===== src/hdl/pbac_pkg.sv =====
// Shared constants, types and item layouts of the PDU assembly and CRC32 check block.
`timescale 1ns / 1ps

package pbac_pkg;

    // Most data blocks taken into one unit is MAX_BLOCKS-1
    localparam int MAX_BLOCKS = 128;

    localparam int POS_W = 11;
    localparam int EB_W  = 7;

    localparam logic [EB_W-1:0] EB_MAX = EB_W'(MAX_BLOCKS - 1);

    // Byte positions within a unit
    localparam logic [POS_W-1:0] POS_B0        = POS_W'(0);
    localparam logic [POS_W-1:0] POS_B1        = POS_W'(1);
    localparam logic [POS_W-1:0] POS_BLKS      = POS_W'(6);
    localparam logic [POS_W-1:0] POS_HDR_LAST  = POS_W'(11);
    localparam logic [POS_W-1:0] POS_HDR_END   = POS_W'(12);
    localparam logic [POS_W-1:0] POS_CRC_START = POS_W'(16);
    localparam logic [POS_W-1:0] TOTAL_INIT    = POS_W'(36);
    localparam logic [POS_W-1:0] BLOCK_BYTES   = POS_W'(12);

    // CRC32 parameters
    localparam logic [31:0] CRC_POLY   = 32'h04C1_1DB7;
    localparam logic [31:0] CRC_XOROUT = 32'hFFFF_FFFF;

    // Header codes
    localparam logic [5:0] SAP_TRUNK     = 6'h3D;
    localparam logic [4:0] FMT_CONFIRMED = 5'b10110;
    localparam logic [4:0] FMT_TRUNK_A   = 5'h17;
    localparam logic [4:0] FMT_TRUNK_B   = 5'h15;

    // One input item
    typedef struct packed {
        logic       header_crc_good;
        logic       first_byte;
        logic [7:0] data_byte;
    } pbac_item_t;

    // One result item
    typedef struct packed {
        logic        deliver;
        logic [31:0] crc_carried;
        logic [31:0] crc_computed;
        logic        crc_ok;
        logic        trunking_block;
        logic        confirmed_rate;
        logic        header_ok;
        logic [6:0]  block_count;
        logic [5:0]  service_point;
        logic [4:0]  format_code;
        logic        outbound;
        logic        ack_needed;
    } pbac_result_t;

endpackage


===== src/hdl/pdu_block_assembly_crc32_check_top.sv =====
// Top level of the PDU assembly and CRC32 check block.
// Takes one decoded byte per cycle (12 header bytes, then 12-byte data blocks) and
// returns one result item at the last byte of each unit. m_axis_tvalid rises after that
// byte passes the input register and then the result register; in the input register the
// header, position and eight-bit CRC32 update logic computes the result register's next
// value. A byte with first_byte set restarts the unit; bytes after a finished unit are
// dropped until the next restart. A result waiting on m_axis_tready holds the input only
// once the next byte would close a unit; bytes that produce no result keep flowing.
// strict_mode sits on the cfg channel, which is always ready; write it only between
// units. No clearing pass follows reset.
`timescale 1ns / 1ps

module pdu_block_assembly_crc32_check_top (
    input  logic        aclk,
    input  logic        aresetn,
    // Input byte items
    input  logic        s_axis_tvalid,
    output logic        s_axis_tready,
    input  logic [7:0]  s_axis_tdata,   // [7:0] data_byte
    input  logic [1:0]  s_axis_tuser,   // [0] first_byte, [1] header_crc_good
    // Result items
    output logic        m_axis_tvalid,
    input  logic        m_axis_tready,
    // [0] ack_needed, [1] outbound, [6:2] format_code, [12:7] service_point,
    // [19:13] block_count, [20] header_ok, [21] confirmed_rate, [22] trunking_block,
    // [23] crc_ok, [55:24] crc_computed, [87:56] crc_carried, [88] deliver, [95:89] zero
    output logic [95:0] m_axis_tdata,
    // Mode register write
    input  logic        cfg_valid,
    output logic        cfg_ready,
    input  logic        cfg_data        // strict_mode
);
    import pbac_pkg::*;

    pbac_item_t   s_item, item;
    pbac_result_t result;
    logic         item_valid, advance;

    assign cfg_ready = 1'b1;

    // Unpack the input item
    assign s_item.data_byte       = s_axis_tdata;
    assign s_item.first_byte      = s_axis_tuser[0];
    assign s_item.header_crc_good = s_axis_tuser[1];

    pbac_in_reg u_in_reg (
        .aclk       (aclk),
        .aresetn    (aresetn),
        .s_valid    (s_axis_tvalid),
        .s_ready    (s_axis_tready),
        .s_item     (s_item),
        .advance    (advance),
        .item_valid (item_valid),
        .item       (item)
    );

    pbac_assembler u_assembler (
        .aclk       (aclk),
        .aresetn    (aresetn),
        .cfg_valid  (cfg_valid && cfg_ready),
        .cfg_data   (cfg_data),
        .item_valid (item_valid),
        .item       (item),
        .advance    (advance),
        .m_valid    (m_axis_tvalid),
        .m_ready    (m_axis_tready),
        .m_result   (result)
    );

    // Pack the result item, highest field first
    assign m_axis_tdata = {7'b0,
                           result.deliver,
                           result.crc_carried,
                           result.crc_computed,
                           result.crc_ok,
                           result.trunking_block,
                           result.confirmed_rate,
                           result.header_ok,
                           result.block_count,
                           result.service_point,
                           result.format_code,
                           result.outbound,
                           result.ack_needed};

endmodule


===== src/hdl/pbac_in_reg.sv =====
// Input register that holds one accepted byte item until the assembler takes it.
`timescale 1ns / 1ps

module pbac_in_reg (
    input  logic               aclk,
    input  logic               aresetn,
    input  logic               s_valid,
    output logic               s_ready,
    input  pbac_pkg::pbac_item_t s_item,
    input  logic               advance,
    output logic               item_valid,
    output pbac_pkg::pbac_item_t item
);
    import pbac_pkg::*;

    logic       valid_reg;
    pbac_item_t item_reg;

    // Take a new item when empty or when the held one moves on
    assign s_ready    = !valid_reg || advance;
    assign item_valid = valid_reg;
    assign item       = item_reg;

    always_ff @(posedge aclk) begin
        if (!aresetn) begin
            valid_reg <= 1'b0;
        end else if (s_ready) begin
            valid_reg <= s_valid;
        end
    end

    always_ff @(posedge aclk) begin
        if (s_ready && s_valid) begin
            item_reg <= s_item;
        end
    end

endmodule


===== src/hdl/pbac_crc32_byte.sv =====
// Eight-bit unrolled CRC32 update, MSB first.
`timescale 1ns / 1ps

module pbac_crc32_byte (
    input  logic [31:0] crc_in,
    input  logic [7:0]  data_in,
    output logic [31:0] crc_out
);
    import pbac_pkg::*;

    // Shift in one bit per step, most significant bit first
    always_comb begin
        logic [31:0] c;
        logic        fb;
        c = crc_in;
        for (int n = 7; n >= 0; n--) begin
            fb = c[31] ^ data_in[n];
            c  = {c[30:0], 1'b0};
            if (fb) begin
                c = c ^ CRC_POLY;
            end
        end
        crc_out = c;
    end

endmodule


===== src/hdl/pbac_assembler.sv =====
// Unit assembly state, header parse, payload CRC and the result register.
`timescale 1ns / 1ps

module pbac_assembler (
    input  logic                   aclk,
    input  logic                   aresetn,
    input  logic                   cfg_valid,
    input  logic                   cfg_data,
    input  logic                   item_valid,
    input  pbac_pkg::pbac_item_t   item,
    output logic                   advance,
    output logic                   m_valid,
    input  logic                   m_ready,
    output pbac_pkg::pbac_result_t m_result
);
    import pbac_pkg::*;

    // Unit state
    logic             strict_reg;
    logic [POS_W-1:0] pos_reg,   pos_next;
    logic [POS_W-1:0] total_reg, total_next;
    logic [6:0]       b0_reg,    b0_next;
    logic [7:0]       b1_reg,    b1_next;
    logic [6:0]       blk_reg,   blk_next;
    logic             hgood_reg, hgood_next;
    logic             acc_reg,   acc_next;
    logic [31:0]      crc_reg,   crc_next;
    logic [31:0]      tail_reg,  tail_next;

    // Result register
    logic         out_valid_reg;
    pbac_result_t out_reg, out_next;

    // Restart-adjusted view of the state
    logic [POS_W-1:0] pos_e, total_e;
    logic [6:0]       b0_e, blk_e;
    logic [7:0]       b1_e;
    logic             hgood_e, acc_e;
    logic [31:0]      crc_e, tail_e, crc_fed;

    logic             hdr_done, emit, fire;
    logic [EB_W-1:0]  eb;
    logic [EB_W:0]    eb_plus1;
    logic [31:0]      comp, carried;
    logic             ok, trunk, conf, dlv;

    // Bytes that close no unit pass even while a result waits
    assign advance  = !out_valid_reg || m_ready || !emit;
    assign fire     = item_valid && advance;
    assign m_valid  = out_valid_reg;
    assign m_result = out_reg;

    pbac_crc32_byte u_crc (
        .crc_in  (crc_e),
        .data_in (tail_e[31:24]),
        .crc_out (crc_fed)
    );

    // Restart on first byte, then advance the unit by one byte
    always_comb begin
        pos_e   = item.first_byte ? '0 : pos_reg;
        total_e = item.first_byte ? TOTAL_INIT : total_reg;
        b0_e    = item.first_byte ? '0 : b0_reg;
        b1_e    = item.first_byte ? '0 : b1_reg;
        blk_e   = item.first_byte ? '0 : blk_reg;
        hgood_e = item.first_byte ? 1'b0 : hgood_reg;
        acc_e   = item.first_byte ? 1'b0 : acc_reg;
        crc_e   = item.first_byte ? '0 : crc_reg;
        tail_e  = item.first_byte ? '0 : tail_reg;

        pos_next   = pos_e;
        total_next = total_e;
        b0_next    = b0_e;
        b1_next    = b1_e;
        blk_next   = blk_e;
        hgood_next = hgood_e;
        acc_next   = acc_e;
        crc_next   = crc_e;
        tail_next  = tail_e;
        hdr_done   = 1'b0;
        emit       = 1'b0;

        if (pos_e < total_e) begin
            pos_next = pos_e + POS_W'(1);
            if (pos_e < POS_HDR_END) begin
                // Capture header bytes 0, 1 and 6
                if (pos_e == POS_B0) begin
                    b0_next = item.data_byte[6:0];
                end
                if (pos_e == POS_B1) begin
                    b1_next = item.data_byte;
                end
                if (pos_e == POS_BLKS) begin
                    blk_next = item.data_byte[6:0];
                end
                // Last header byte: judge the header and size the unit
                if (pos_e == POS_HDR_LAST) begin
                    hdr_done   = 1'b1;
                    hgood_next = item.header_crc_good;
                    acc_next   = item.header_crc_good || !strict_reg;
                    if (!acc_next) begin
                        b0_next  = '0;
                        b1_next  = '0;
                        blk_next = '0;
                    end
                    crc_next  = '0;
                    tail_next = '0;
                end
            end else begin
                // Payload: the byte leaving the four-byte tail enters the CRC
                if (pos_e >= POS_CRC_START) begin
                    crc_next = crc_fed;
                end
                tail_next = {tail_e[23:0], item.data_byte};
                emit      = (pos_next == total_e);
            end
        end

        // Data blocks taken, capped
        if (!acc_next) begin
            eb = '0;
        end else if (blk_next > EB_MAX) begin
            eb = EB_MAX;
        end else begin
            eb = blk_next;
        end
        eb_plus1 = {1'b0, eb} + (EB_W + 1)'(1);

        if (hdr_done) begin
            total_next = POS_W'(eb_plus1) * BLOCK_BYTES;
            emit       = (eb == '0);
        end

        // Result fields from the updated state
        comp    = crc_next ^ CRC_XOROUT;
        carried = (eb != '0) ? tail_next : '0;
        ok      = (eb == '0) || (comp == carried);
        trunk   = (b1_next[5:0] == SAP_TRUNK) &&
                  ((b0_next[4:0] == FMT_TRUNK_A) || (b0_next[4:0] == FMT_TRUNK_B));
        conf    = b0_next[6] && (b0_next[4:0] == FMT_CONFIRMED);
        if (trunk) begin
            dlv = hgood_next && ok && b0_next[5] && (b0_next[4:0] == FMT_TRUNK_A) &&
                  (eb != '0);
        end else begin
            dlv = (eb != '0) && (ok || !strict_reg);
        end

        out_next.ack_needed     = b0_next[6];
        out_next.outbound       = b0_next[5];
        out_next.format_code    = b0_next[4:0];
        out_next.service_point  = b1_next[5:0];
        out_next.block_count    = blk_next;
        out_next.header_ok      = acc_next;
        out_next.confirmed_rate = conf;
        out_next.trunking_block = trunk;
        out_next.crc_ok         = ok;
        out_next.crc_computed   = comp;
        out_next.crc_carried    = carried;
        out_next.deliver        = dlv;
    end

    // Hold the mode bit
    always_ff @(posedge aclk) begin
        if (!aresetn) begin
            strict_reg <= 1'b0;
        end else if (cfg_valid) begin
            strict_reg <= cfg_data;
        end
    end

    // Commit the unit state per item
    always_ff @(posedge aclk) begin
        if (!aresetn) begin
            pos_reg   <= '0;
            total_reg <= TOTAL_INIT;
            b0_reg    <= '0;
            b1_reg    <= '0;
            blk_reg   <= '0;
            hgood_reg <= 1'b0;
            acc_reg   <= 1'b0;
            crc_reg   <= '0;
            tail_reg  <= '0;
        end else if (fire) begin
            pos_reg   <= pos_next;
            total_reg <= total_next;
            b0_reg    <= b0_next;
            b1_reg    <= b1_next;
            blk_reg   <= blk_next;
            hgood_reg <= hgood_next;
            acc_reg   <= acc_next;
            crc_reg   <= crc_next;
            tail_reg  <= tail_next;
        end
    end

    // Load a result or drop the one taken
    always_ff @(posedge aclk) begin
        if (!aresetn) begin
            out_valid_reg <= 1'b0;
        end else if (fire && emit) begin
            out_valid_reg <= 1'b1;
        end else if (m_ready) begin
            out_valid_reg <= 1'b0;
        end
    end

    always_ff @(posedge aclk) begin
        if (fire && emit) begin
            out_reg <= out_next;
        end
    end

endmodule


===== config.mk =====
export PLATFORM = sky130hd
export DESIGN_NAME = pdu_block_assembly_crc32_check_top
export DESIGN_NICKNAME = d
export VERILOG_FILES = /design/src/hdl/pbac_pkg.sv /design/src/hdl/pdu_block_assembly_crc32_check_top.sv /design/src/hdl/pbac_in_reg.sv /design/src/hdl/pbac_crc32_byte.sv /design/src/hdl/pbac_assembler.sv
export SDC_FILE = /design/constraint.sdc
export NUM_CORES = 1
export LEC_CHECK = 0
export BUFFER_PORTS_ARGS = -buffer_cell sky130_fd_sc_hd__buf_2
export CORE_MARGIN = 2
export CORE_UTILIZATION = 35
export DETAILED_ROUTE_END_ITERATION = 10
export PLACE_DENSITY = 0.56
export RECOVER_POWER = 100
export SETUP_SLACK_MARGIN = 0.5
export SYNTH_ARGS = -nofsm -noshare
export SYNTH_HDL_FRONTEND = slang
export SYNTH_SLANG_ARGS = --single-unit

===== constraint.sdc =====
create_clock -name aclk -period 10.35 [get_ports aclk]
set_clock_uncertainty 0.15 [all_clocks]
set_input_delay 1.035 -clock aclk [delete_from_list [all_inputs] [get_ports aclk]]
set_output_delay 1.035 -clock aclk [all_outputs]
set_load 0.01 [all_outputs]

==> metrics.md, run 1 <==
| Metric | Value |
|---|---|
| Status | `finished with violations` |
| Failing checks | `capacitance limit, slew limit` |
| Critical path endpoint category | `output pin` |
| Dpl hpwl | `25900 um` |
| Cell breakdown of the critical path | `buf_4, inv_1, nand2_1, ha_1, nor2b_1, o21ai_0, a21oi_1, o311a_1, clkbuf_1, o211ai_1, and2_0, inv_1, and2_1, inv_1, ha_1, nand2_1, nor4_1, o22ai_1, o21a_1, o32a_1, nand2b_1, or2_2, clkbuf_1` |
| Pre-antenna DRT Iters | `7` |
| Initial antenna violation count | `0` |
| Slowest cell on crit path | `clkbuf_1` |
| Setup tns final | `0 ns` |
| Die H | `190 um` |
| Mean Syn Cell Area | `9.40 um^2` |
| Root Buffer | `clkbuf_16` |
| Synth async-reset ratio | `0%` |
| Initial Util | `35.8%` |
| CP most frequent cell | `inv_1` |
| Min cycle time layout | `8.85 ns` |
| Post-CTS Resized | `0` |
| DR DRC count | `0` |
| Placer's final routability congestion estimate | `0.904` |
| Maxcap violations | `3` |
| Synth Register Bits | `210` |
| Layout cell share with drive strength beyond 1 | `6.57%` |
| Kind of critical path | `register to output pin` |
| Primary FF master, synth | `dfxtp_1` |
| Reg power frac | `44.8%` |
| RSZ-0062 raised after global routing | `false` |
| Leak Pwr | `4.59 nW` |
| Antenna Diode Count | `0` |
| Register area share after synthesis | `43.1%` |
| Switch Pwr | `0.529 mW` |
| Layout area overhead | `12.0%` |
| Gr usage total | `20.3%` |
| Grt total ovfl | `0` |
| Crit Path Max Fanout | `62` |
| Vias in the first global route | `9612` |
| Cell-internal power | `1.49 mW` |
| Number of buffers created by CTS | `23` |
| Final-report hold violation count | `0` |
| Max reg flops | `89` |
| Hold Path Class | `register to register` |
| Clock buffer depth | `3` |
| Post-Syn Area | `0.0121 mm^2` |
| Crit-path max cell delay | `1.23 ns` |
| Pwr dens | `149 mW/mm^2` |
| Combinational share of power | `11.9%` |
| CTS Hold Bufs | `0` |
| Worst EP required | `9.17 ns` |
| Yosys warns | `0` |
| Cells after Synth | `1283` |
| Worst EP arrival | `7.67 ns` |
| Finished Core Util | `40.1%` |
| Final WS setup | `1.50 ns` |
| TritonCTS clock tree | `built` |
| Final net count | `1376` |
| Pre-CTS setup slack | `2.76 ns` |
| Final WL | `37100 um` |
| Total Power | `2.02 mW` |
| First-pass GRT wire length | `57100 um` |
| Final setup viols | `0` |
| Reg clk slew, reported paths | `0.06 ns` |
| Worst-skew pair later-pin latency | `0.53 ns` |
| Slew @ Worst Pin | `4.71 ns` |
| Post-CTS setup buffer count | `0` |
| Clock Power Share | `43.3%` |
| Core area | `0.0337 mm^2` |
| Total number of vias | `10.1k` |
| Final ANT Viol Nets | `0` |
| Clock sink count | `210` |
| Num rows | `67` |
| Slew Limit Headroom | `-214%` |
| Wire length per cell | `20.6 um` |
| Fin crit share | `85.5%` |
| DR iter-0 viols | `921` |
| Final Max Tran Viols | `171` |
| Die area | `0.0360 mm^2` |
| Hold Crit Depth | `2` |
| IO Count | `115` |
| Crit start category | `register` |
| Yosys cell types | `87` |
| Fmax | `113 MHz` |
| Worst r2r path cells | `23` |
| Largest net degree at the start of global routing | `112` |
| DIE WIDTH | `190 um` |
| Via/cell ratio | `5.62` |
| Port bufs | `106` |
| H-tree depth | `1` |
| Post-synth EDFFs | `99` |
| Worst vdd ir | `0.100 mV` |
| Switching part of the total | `26.2%` |
-- synth_stat cells (9+ instances only) --
cell type	count	area [um^2]
a211oi_1	10	75.1
a21boi_1	29	218
a21oi_1	50	250
a22o_1	10	87.6
a22oi_1	62	465
a31oi_1	15	93.8
and2_1	18	113
and3_1	21	131
buf_1	9	33.8
buf_2	25	125
buf_4	12	90.1
clkbuf_1	49	184
dfxtp_1	111	2220
edfxtp_1	99	2970
ha_1	21	263
inv_1	30	113
nand2_1	146	548
nand3_1	30	150
nand4_1	12	75.1
nor2_1	92	345
nor2b_1	55	344
nor3_1	12	60.1
o211a_1	40	400
o211ai_1	19	143
o21ai_0	38	190
o22ai_1	15	93.8
xnor2_1	65	569
xor2_1	36	315
-- cells in the final DEF (no fill, tap or decap), types with 40 or more instances in the layout --
cell type | synthesis | routed
nand2_1 | 146 | 146
dfxtp_1 | 111 | 111
clkbuf_1 | 49 | 99
edfxtp_1 | 99 | 99
nor2_1 | 92 | 91
xnor2_1 | 65 | 65
a22oi_1 | 62 | 64
nor2b_1 | 55 | 55
a21oi_1 | 50 | 50
o21ai_0 | 38 | 42
o211a_1 | 40 | 40
-- power by group through the flow --
stage	Combinational [mW]	Sequential [mW]	Clock, mW
after detailed placement	0.238	0.921	0
final	0.239	0.903	0.873
after floorplan	0.181	0.911	0
after global routing	0.260	0.905	0.922
after global placement	0.237	0.921	0
after CTS	0.239	0.903	0.897
-- worst paths after layout --
path / startpoint / end / slack (ns)
min: u_assembler.b0_reg[0] / u_assembler.b0_reg[0] / 0.32
min reg2reg: u_assembler.b0_reg[0] / u_assembler.b0_reg[0] / 0.32
max reg2reg: u_in_reg.item[8] / u_assembler.m_result[25] / 1.67
max: u_in_reg.item[8] / s_axis_tready / 1.50
-- through the flow --
| stage | instances | area (um^2) | hold slack, ns |
|---|---|---|---|
| global placement | 1761 | 12900 | 0.291 |
| detailed placement | 1761 | 12900 | 0.301 |
| CTS | 1803 | 13700 | 0.310 |
| global route | 1803 | 13500 | 0.352 |
| floorplan | 1289 | 12100 | 0.280 |
| finish | 1803 | 13500 | 0.323 |
-- logic make-up (layout without fill, tap and decap cells) --
group	after synthesis	after routing	synth area share, %
simple gates	439	439	18.1
compound gates	366	366	22.3
flops	210	210	43.1
buf+inv	129	195	4.78
xor+xnor	112	112	9.06
fa+ha+maj	22	22	2.35
mux	3	3	0.259
other cells	2	8	0.0623
-- layer usage --
layer	routed length (um)	GRT usage [%]	part of all wire, %	up-vias
met5	0	0	0	-
met4	1490	7.45	4.0	0
met3	2590	2.88	7.0	70
met2	16700	32.3	45	424
met1	16300	28.0	44	4863
li1	-	-	-	4771
-- area by class of cell --
class / instances / area, um^2
Inverter: 31 / 116
Sequential cell: 210 / 5190
Timing Repair Buffer: 122 / 518
Fill cell: 3443 / 20200
Tap cell: 448 / 561
Clock buffer: 28 / 614
Multi-Input combinational cell: 950 / 6310
Clock inverter: 14 / 189
-- critical path: cells and delay by family, from the launching register on --
| family | cells | cell delay [ns] |
|---|---|---|
| simple gates | 8 | 1.36 |
| compound gates | 7 | 2.19 |
| buf+inv | 6 | 2.64 |
| flops | 1 | 0.36 |
| fa+ha+maj | 2 | 0.56 |
Note: power is estimated with default switching activity, not from simulation.
==> run 2: changes to the inputs <==
--- a/config.mk
+++ b/config.mk
@@ -9,9 +9,10 @@
 export CORE_MARGIN = 2
 export CORE_UTILIZATION = 35
 export DETAILED_ROUTE_END_ITERATION = 10
-export PLACE_DENSITY = 0.56
+export PLACE_DENSITY = 0.55
 export RECOVER_POWER = 100
 export SETUP_SLACK_MARGIN = 0.5
 export SYNTH_ARGS = -nofsm -noshare
 export SYNTH_HDL_FRONTEND = slang
+export SYNTH_HIERARCHICAL = 1
 export SYNTH_SLANG_ARGS = --single-unit
==> metrics.md, run 2 <==
| Metric | Value |
|---|---|
| Die area | `0.0385 mm^2` |
| Finished Layout Cells | `1893` |
| Crit start category | `register` |
| Fmax | `114 MHz` |
| Synth Register Bits | `210` |
| Crit Path Max Fanout | `38` |
| Number of buffers created by CTS | `24` |
| Register area share after synthesis | `40.2%` |
| Final instance area | `0.0144 mm^2` |
| Area leader, netlist | `edfxtp_1` |
| Failing checks | `capacitance limit, slew limit` |
| DR DRC count | `0` |
| RSZ-0062 raised after global routing | `false` |
| Port bufs | `106` |
| DIE WIDTH | `196 um` |
| Met2 usage | `34.3%` |
| Post-synth EDFFs | `99` |
| Layout cell share with drive strength beyond 1 | `8.00%` |
| Die H | `196 um` |
| Root Buffer | `clkbuf_16` |
| DR iter-0 viols | `983` |
| Clock sink count | `210` |
| Layout area overhead | `11.5%` |
| Initial antenna violation count | `0` |
| Leak Pwr | `5.34 nW` |
| CP most frequent cell | `nand2b_1` |
| Commonest non-fill, non-tap cell in the layout | `nand2_1` |
| Antenna Diode Count | `0` |
| Worst vdd ir | `0.106 mV` |
| Top Usage Layer GRT | `met2` |
| Maxcap violations | `2` |
| Hold Worst Slack | `0.296 ns` |
| Post-Place Cells | `1849` |
| Most frequent cells after synthesis | `149 x nand2_1, 111 x dfxtp_1, 99 x edfxtp_1, 90 x nor2b_1, 77 x nor2_1` |
| Worst-skew pair later-pin latency | `0.53 ns` |
| Vias in the first global route | `10.1k` |
| Pre-antenna DRT Iters | `5` |
| Initial Util | `35.4%` |
| Final setup viols | `0` |
| Crit-path max cell delay | `1.01 ns` |
| Final WL | `40700 um` |
| Met3 usage | `2.75%` |
| Setup tns final | `0 ns` |
| Mean Syn Cell Area | `9.65 um^2` |
| Max reg flops | `89` |
| TritonCTS clock tree | `built` |
| Via/cell ratio | `5.61` |
| Post-Syn Area | `0.0129 mm^2` |
| Slowest cell on crit path | `a2111oi_0` |
| Critical path endpoint category | `output pin` |
| Grt total ovfl | `0` |
| Fin crit share | `84.7%` |
| Hold Path Class | `register to register` |
| Cells after Synth | `1340` |
| Core area | `0.0365 mm^2` |
| Clock buffer depth | `3` |
| Final Max Tran Viols | `85` |
| H-tree depth | `1` |
| Final net count | `1446` |
| Commonest non-fill, non-tap cells in the layout | `150 x nand2_1, 111 x dfxtp_1, 101 x clkbuf_1` |
| Total number of vias | `10.6k` |
| Worst EP required | `9.17 ns` |
| Dpl hpwl | `28900 um` |
| Filler cell count | `3689` |
| IO Count | `115` |
| Kind of critical path | `register to output pin` |
| Gr usage total | `20.6%` |
| M1 GR Usage | `28.1%` |
| Reg clk slew, reported paths | `0.06 ns` |
| Post-DP Area | `0.0138 mm^2` |
| CTS Hold Bufs | `0` |
| Post-CTS Resized | `0` |
| Buffers & Inverters on Critical Path | `6` |
| Final ANT Viol Nets | `0` |
| Yosys cell types | `103` |
| Final-report hold violation count | `0` |
| Yosys warns | `6` |
| Pwr dens | `137 mW/mm^2` |
| Largest net degree at the start of global routing | `79` |
| Worst EP arrival | `7.58 ns` |
| Synth top area share | `23.0%` |
| Slew Limit Headroom | `-75.1%` |
| Min cycle time layout | `8.77 ns` |
| Num rows | `70` |
| Synth async-reset ratio | `0%` |
| Most numerous cell in the Yosys netlist | `nand2_1` |
| Internal reg-to-reg setup slack | `1.76 ns` |
| First-pass GRT wire length | `61600 um` |
| Slew @ Worst Pin | `2.62 ns` |
| Cell breakdown of the critical path | `buf_4, inv_1, nand2_1, ha_1, nand2b_1, a2111oi_0, o31a_2, nor3_2, clkbuf_1, a22oi_1, nor2_1, inv_1, ha_1, o41ai_1, a311oi_2, a31oi_2, buf_4, a2bb2oi_2, nand2b_1, nand2b_1, clkbuf_1` |
| CP top delay family | `compound AO/OA/AOI/OAI gates` |
| Wire length per cell | `21.5 um` |
| Placer's final routability congestion estimate | `0.959` |
| Status | `finished with violations` |
| Post-CTS setup buffer count | `0` |
| Primary FF master, synth | `dfxtp_1` |
| Top cells by area, synth | `edfxtp_1 23%, dfxtp_1 17%, nor2b_1 4.4%` |
run 2: where the power goes:
| part | leakage (nW) | switching, mW | internal (mW) | total (mW) |
|---|---|---|---|---|
| Combinational | 3.21 | 0.102 | 0.0596 | 0.161 |
| Sequential | 1.71 | 0.0167 | 0.879 | 0.896 |
| Clock | 0.412 | 0.345 | 0.580 | 0.925 |
| Total | 5.34 | 0.464 | 1.52 | 1.98 |
run 2: worst paths after layout:
path / startpoint / end / cells past startpoint
min reg2reg: u_assembler/crc_reg[27] / u_assembler/crc_reg[27] / 2
min: u_assembler/crc_reg[27] / u_assembler/crc_reg[27] / 2
max reg2reg: u_in_reg/item[8] / u_assembler/m_result[60] / 20
max: u_in_reg/item[8] / s_axis_tready / 21
run 2: cell type report:
cell class | count | area, um^2 | share of cell area (%)
flip-flops and latches | 210 | 5190 | 36.0
clock inverters | 12 | 190 | 1.32
well taps | 468 | 586 | 4.06
clock buffers | 32 | 672 | 4.66
repair buffers | 122 | 520 | 3.61
multi-input cells | 1011 | 7110 | 49.3
inverters | 38 | 143 | 0.989
run 2: cell families after synthesis:
| group | after synthesis | share of synthesized area, % |
|---|---|---|
| xor+xnor | 105 | 10.7 |
| mux | 28 | 2.26 |
| simple gates | 524 | 21.3 |
| compound gates | 323 | 18.9 |
| fa+ha+maj | 23 | 2.28 |
| other cells | 2 | 0.0581 |
| buf+inv | 125 | 4.39 |
| flops | 210 | 40.2 |
run 2: tightest hold or removal path, stage by stage (launching register included):
cell and delay, ns:
dfxtp_1 0.30, nand2_1 0.05, a21boi_1 0.05
run 2: per-layer routing:
| metal | vias to the layer above | share of wire [%] |
|---|---|---|
| met5 | - | 0 |
| met4 | 0 | 3.1 |
| met3 | 84 | 6.4 |
| met2 | 406 | 47 |
| met1 | 5169 | 44 |
| li1 | 4966 | - |
run 2: stage by stage:
| step | power (mW) | setup slack, ns | utilization, % |
|---|---|---|---|
| global placement | 1.07 | 2.76 | 37.8 |
| finish | 1.98 | 1.58 | 39.5 |
| global route | 2.05 | 0.983 | 39.5 |
| detailed placement | 1.08 | 2.48 | 37.8 |
| CTS | 2.01 | 2.39 | 40.2 |
| floorplan | 1.03 | 0.566 | - |
==> run 3: changes to the inputs <==
--- a/config.mk
+++ b/config.mk
@@ -9,7 +9,7 @@
 export CORE_MARGIN = 2
 export CORE_UTILIZATION = 35
 export DETAILED_ROUTE_END_ITERATION = 10
-export PLACE_DENSITY = 0.55
+export PLACE_DENSITY = 0.54
 export RECOVER_POWER = 100
 export SETUP_SLACK_MARGIN = 0.5
 export SYNTH_ARGS = -nofsm -noshare
==> constraint.sdc (replaced) <==
create_clock -name aclk -period 8.3 [get_ports aclk]
set_clock_uncertainty 0.15 [all_clocks]
set_input_delay 0.83 -clock aclk [delete_from_list [all_inputs] [get_ports aclk]]
set_output_delay 0.83 -clock aclk [all_outputs]
set_load 0.01 [all_outputs]
==> metrics.md, run 3 (synthesis gave the netlist of run 2 again) <==
| Metric | Value |
|---|---|
| Final ANT Viol Nets | `0` |
| IO Count | `115` |
| Crit Path Max Fanout | `59` |
| Vias in the first global route | `10.1k` |
| Hold Path Class | `register to register` |
| Crit-path max cell delay | `0.63 ns` |
| Pwr dens | `167 mW/mm^2` |
| Final WL | `40500 um` |
| Gr usage total | `20.8%` |
| Worst vdd ir | `0.120 mV` |
| DR DRC count | `0` |
| Pre-CTS setup slack | `1.38 ns` |
| Total number of vias | `10.7k` |
| Slowest cell on crit path | `a22oi_1` |
| Worst-skew pair later-pin latency | `0.54 ns` |
| Worst EP arrival | `6.63 ns` |
| Min cycle time layout | `7.61 ns` |
| Root Buffer | `clkbuf_16` |
| CP top delay family | `compound AO/OA/AOI/OAI gates` |
| Slew @ Worst Pin | `4.62 ns` |
| Layout cell share with drive strength beyond 1 | `8.75%` |
| Final net count | `1449` |
| CP Launch Point | `u_in_reg/item[8]` |
| Hold Worst Slack | `0.313 ns` |
| Initial Util | `35.4%` |
| Final-report hold violation count | `0` |
| H-tree depth | `1` |
| Via/cell ratio | `5.62` |
| Setup tns final | `0 ns` |
| Antenna Diode Count | `0` |
| Slew Limit Headroom | `-208%` |
| Crit start category | `register` |
| Number of buffers created by CTS | `24` |
| Placer's final routability congestion estimate | `0.908` |
| Kind of critical path | `register to output pin` |
| Core area | `0.0365 mm^2` |
| Post-Place Cells | `1852` |
| Final WS setup | `0.691 ns` |
| Cell breakdown of the critical path | `buf_4, buf_4, nor2_1, ha_1, nor2b_1, and3_1, a21o_1, nor3_1, a22oi_1, inv_1, nand2_1, ha_1, inv_1, a221oi_1, a31oi_2, buf_4, a2bb2oi_2, nand2b_1, nand2b_4, clkbuf_1` |
| Critical path endpoint category | `output pin` |
| R2r startpoint | `u_in_reg/item[8]` |
| Status | `finished with violations` |
| Clock sink count | `210` |
| Commonest non-fill, non-tap cell in the layout | `nand2_1` |
| Commonest non-fill, non-tap cells in the layout | `150 x nand2_1, 111 x dfxtp_1, 100 x clkbuf_1` |
| Buffers & Inverters on Critical Path | `6` |
| Maxcap violations | `1` |
| Dpl hpwl | `28700 um` |
| Finished Layout Cells | `1896` |
| Filler cell count | `3682` |
| Initial antenna violation count | `0` |
| Final Max Tran Viols | `112` |
| Total Power | `2.42 mW` |
| Fmax | `131 MHz` |
| CP most frequent cell | `buf_4` |
| Max reg flops | `89` |
| Fin crit share | `91.7%` |
| TritonCTS clock tree | `built` |
| CTS Hold Bufs | `0` |
| Wire length per cell | `21.4 um` |
| DIE WIDTH | `196 um` |
| Reg clk slew, reported paths | `0.06 ns` |
| Failing checks | `capacitance limit, slew limit` |
| Die H | `196 um` |
| RSZ-0062 raised after global routing | `false` |
| Clock buffer depth | `3` |
| Layout area overhead | `11.8%` |
| Hold_sp | `u_assembler/b0_reg[2]` |
| Final setup viols | `0` |
| Port bufs | `106` |
| Leak Pwr | `5.35 nW` |
| Largest net degree at the start of global routing | `112` |
| Die area | `0.0385 mm^2` |
| Pre-antenna DRT Iters | `8` |
| Grt total ovfl | `0` |
| DR iter-0 viols | `1037` |
| First-pass GRT wire length | `62200 um` |
| Num rows | `70` |
| Worst EP required | `7.32 ns` |
-- run 3: cell count changes in the layout (fill, tap and decap cells not counted), sizes merged --
cell / before / now
clkinvlp: 2 / 4
bufinv: 5 / 3
clkbuf: 129 / 128
clkinv: 5 / 7
buf: 25 / 27
-- run 3: final cells by class --
| type | count | area (um^2) | share of cell area, % |
|---|---|---|---|
| Sequential cell | 210 | 5190 | 35.9 |
| Tap cell | 468 | 586 | 4.05 |
| Clock inverter | 14 | 160 | 1.11 |
| Clock buffer | 30 | 654 | 4.53 |
| Multi-Input combinational cell | 1011 | 7160 | 49.6 |
| Timing Repair Buffer | 125 | 551 | 3.81 |
| Inverter | 38 | 146 | 1.01 |
-- run 3: worst register-to-register path, cell delays in order, from the launching register on --
cell and delay, ns:
edfxtp_1 0.39, buf_4 0.53, buf_4 0.55, nor2_1 0.09, ha_1 0.32, nor2b_1 0.16
and3_1 0.41, a21o_1 0.57, nor3_1 0.14, a22oi_1 0.63, inv_1 0.18, nand2_1 0.16
ha_1 0.21, inv_1 0.06, a221oi_1 0.63, a31o_1 0.70, nor2_1 0.32, a211o_1 0.36
a2111oi_0 0.52, nand4_1 0.23, nand2_1 0.10
-- run 3: power breakdown --
part | switching (mW) | total (mW) | internal [mW]
Clock | 0.446 | 1.10 | 0.655
Sequential | 0.0205 | 1.12 | 1.10
Combinational | 0.125 | 0.202 | 0.0772
Total | 0.592 | 2.42 | 1.83
-- run 3: repair_timing --
action,4_1_cts,5_1_grt
setup endpoints to repair,0,1
resized for setup,0,2
buffers inserted,0,0
-- run 3: per-stage QoR --
step / utilization, % / cell area (um^2)
CTS: 40.2 / 14700
global placement: 37.9 / 13800
floorplan: - / 13000
detailed placement: 37.9 / 13800
finish: 39.6 / 14500
global route: 39.6 / 14500
-- run 3: path summary, 6_finish.rpt --
kind	endpoint	slack, ns	cells after the start
worst max-delay path	s_axis_tready	0.69	20
worst max register to register	u_assembler/m_result[88]	0.76	20
worst min register to register	u_assembler/b0_reg[2]	0.31	2
worst min-delay path	u_assembler/b0_reg[2]	0.31	2
-- run 3: metal layers --
layer | vias up | track usage (%) | part of all wire (%)
li1 | 4981 | - | -
met1 | 5147 | 28.0 | 43
met2 | 437 | 33.6 | 46
met3 | 87 | 3.59 | 7.2
met4 | 0 | 7.49 | 3.8
met5 | - | 0 | 0
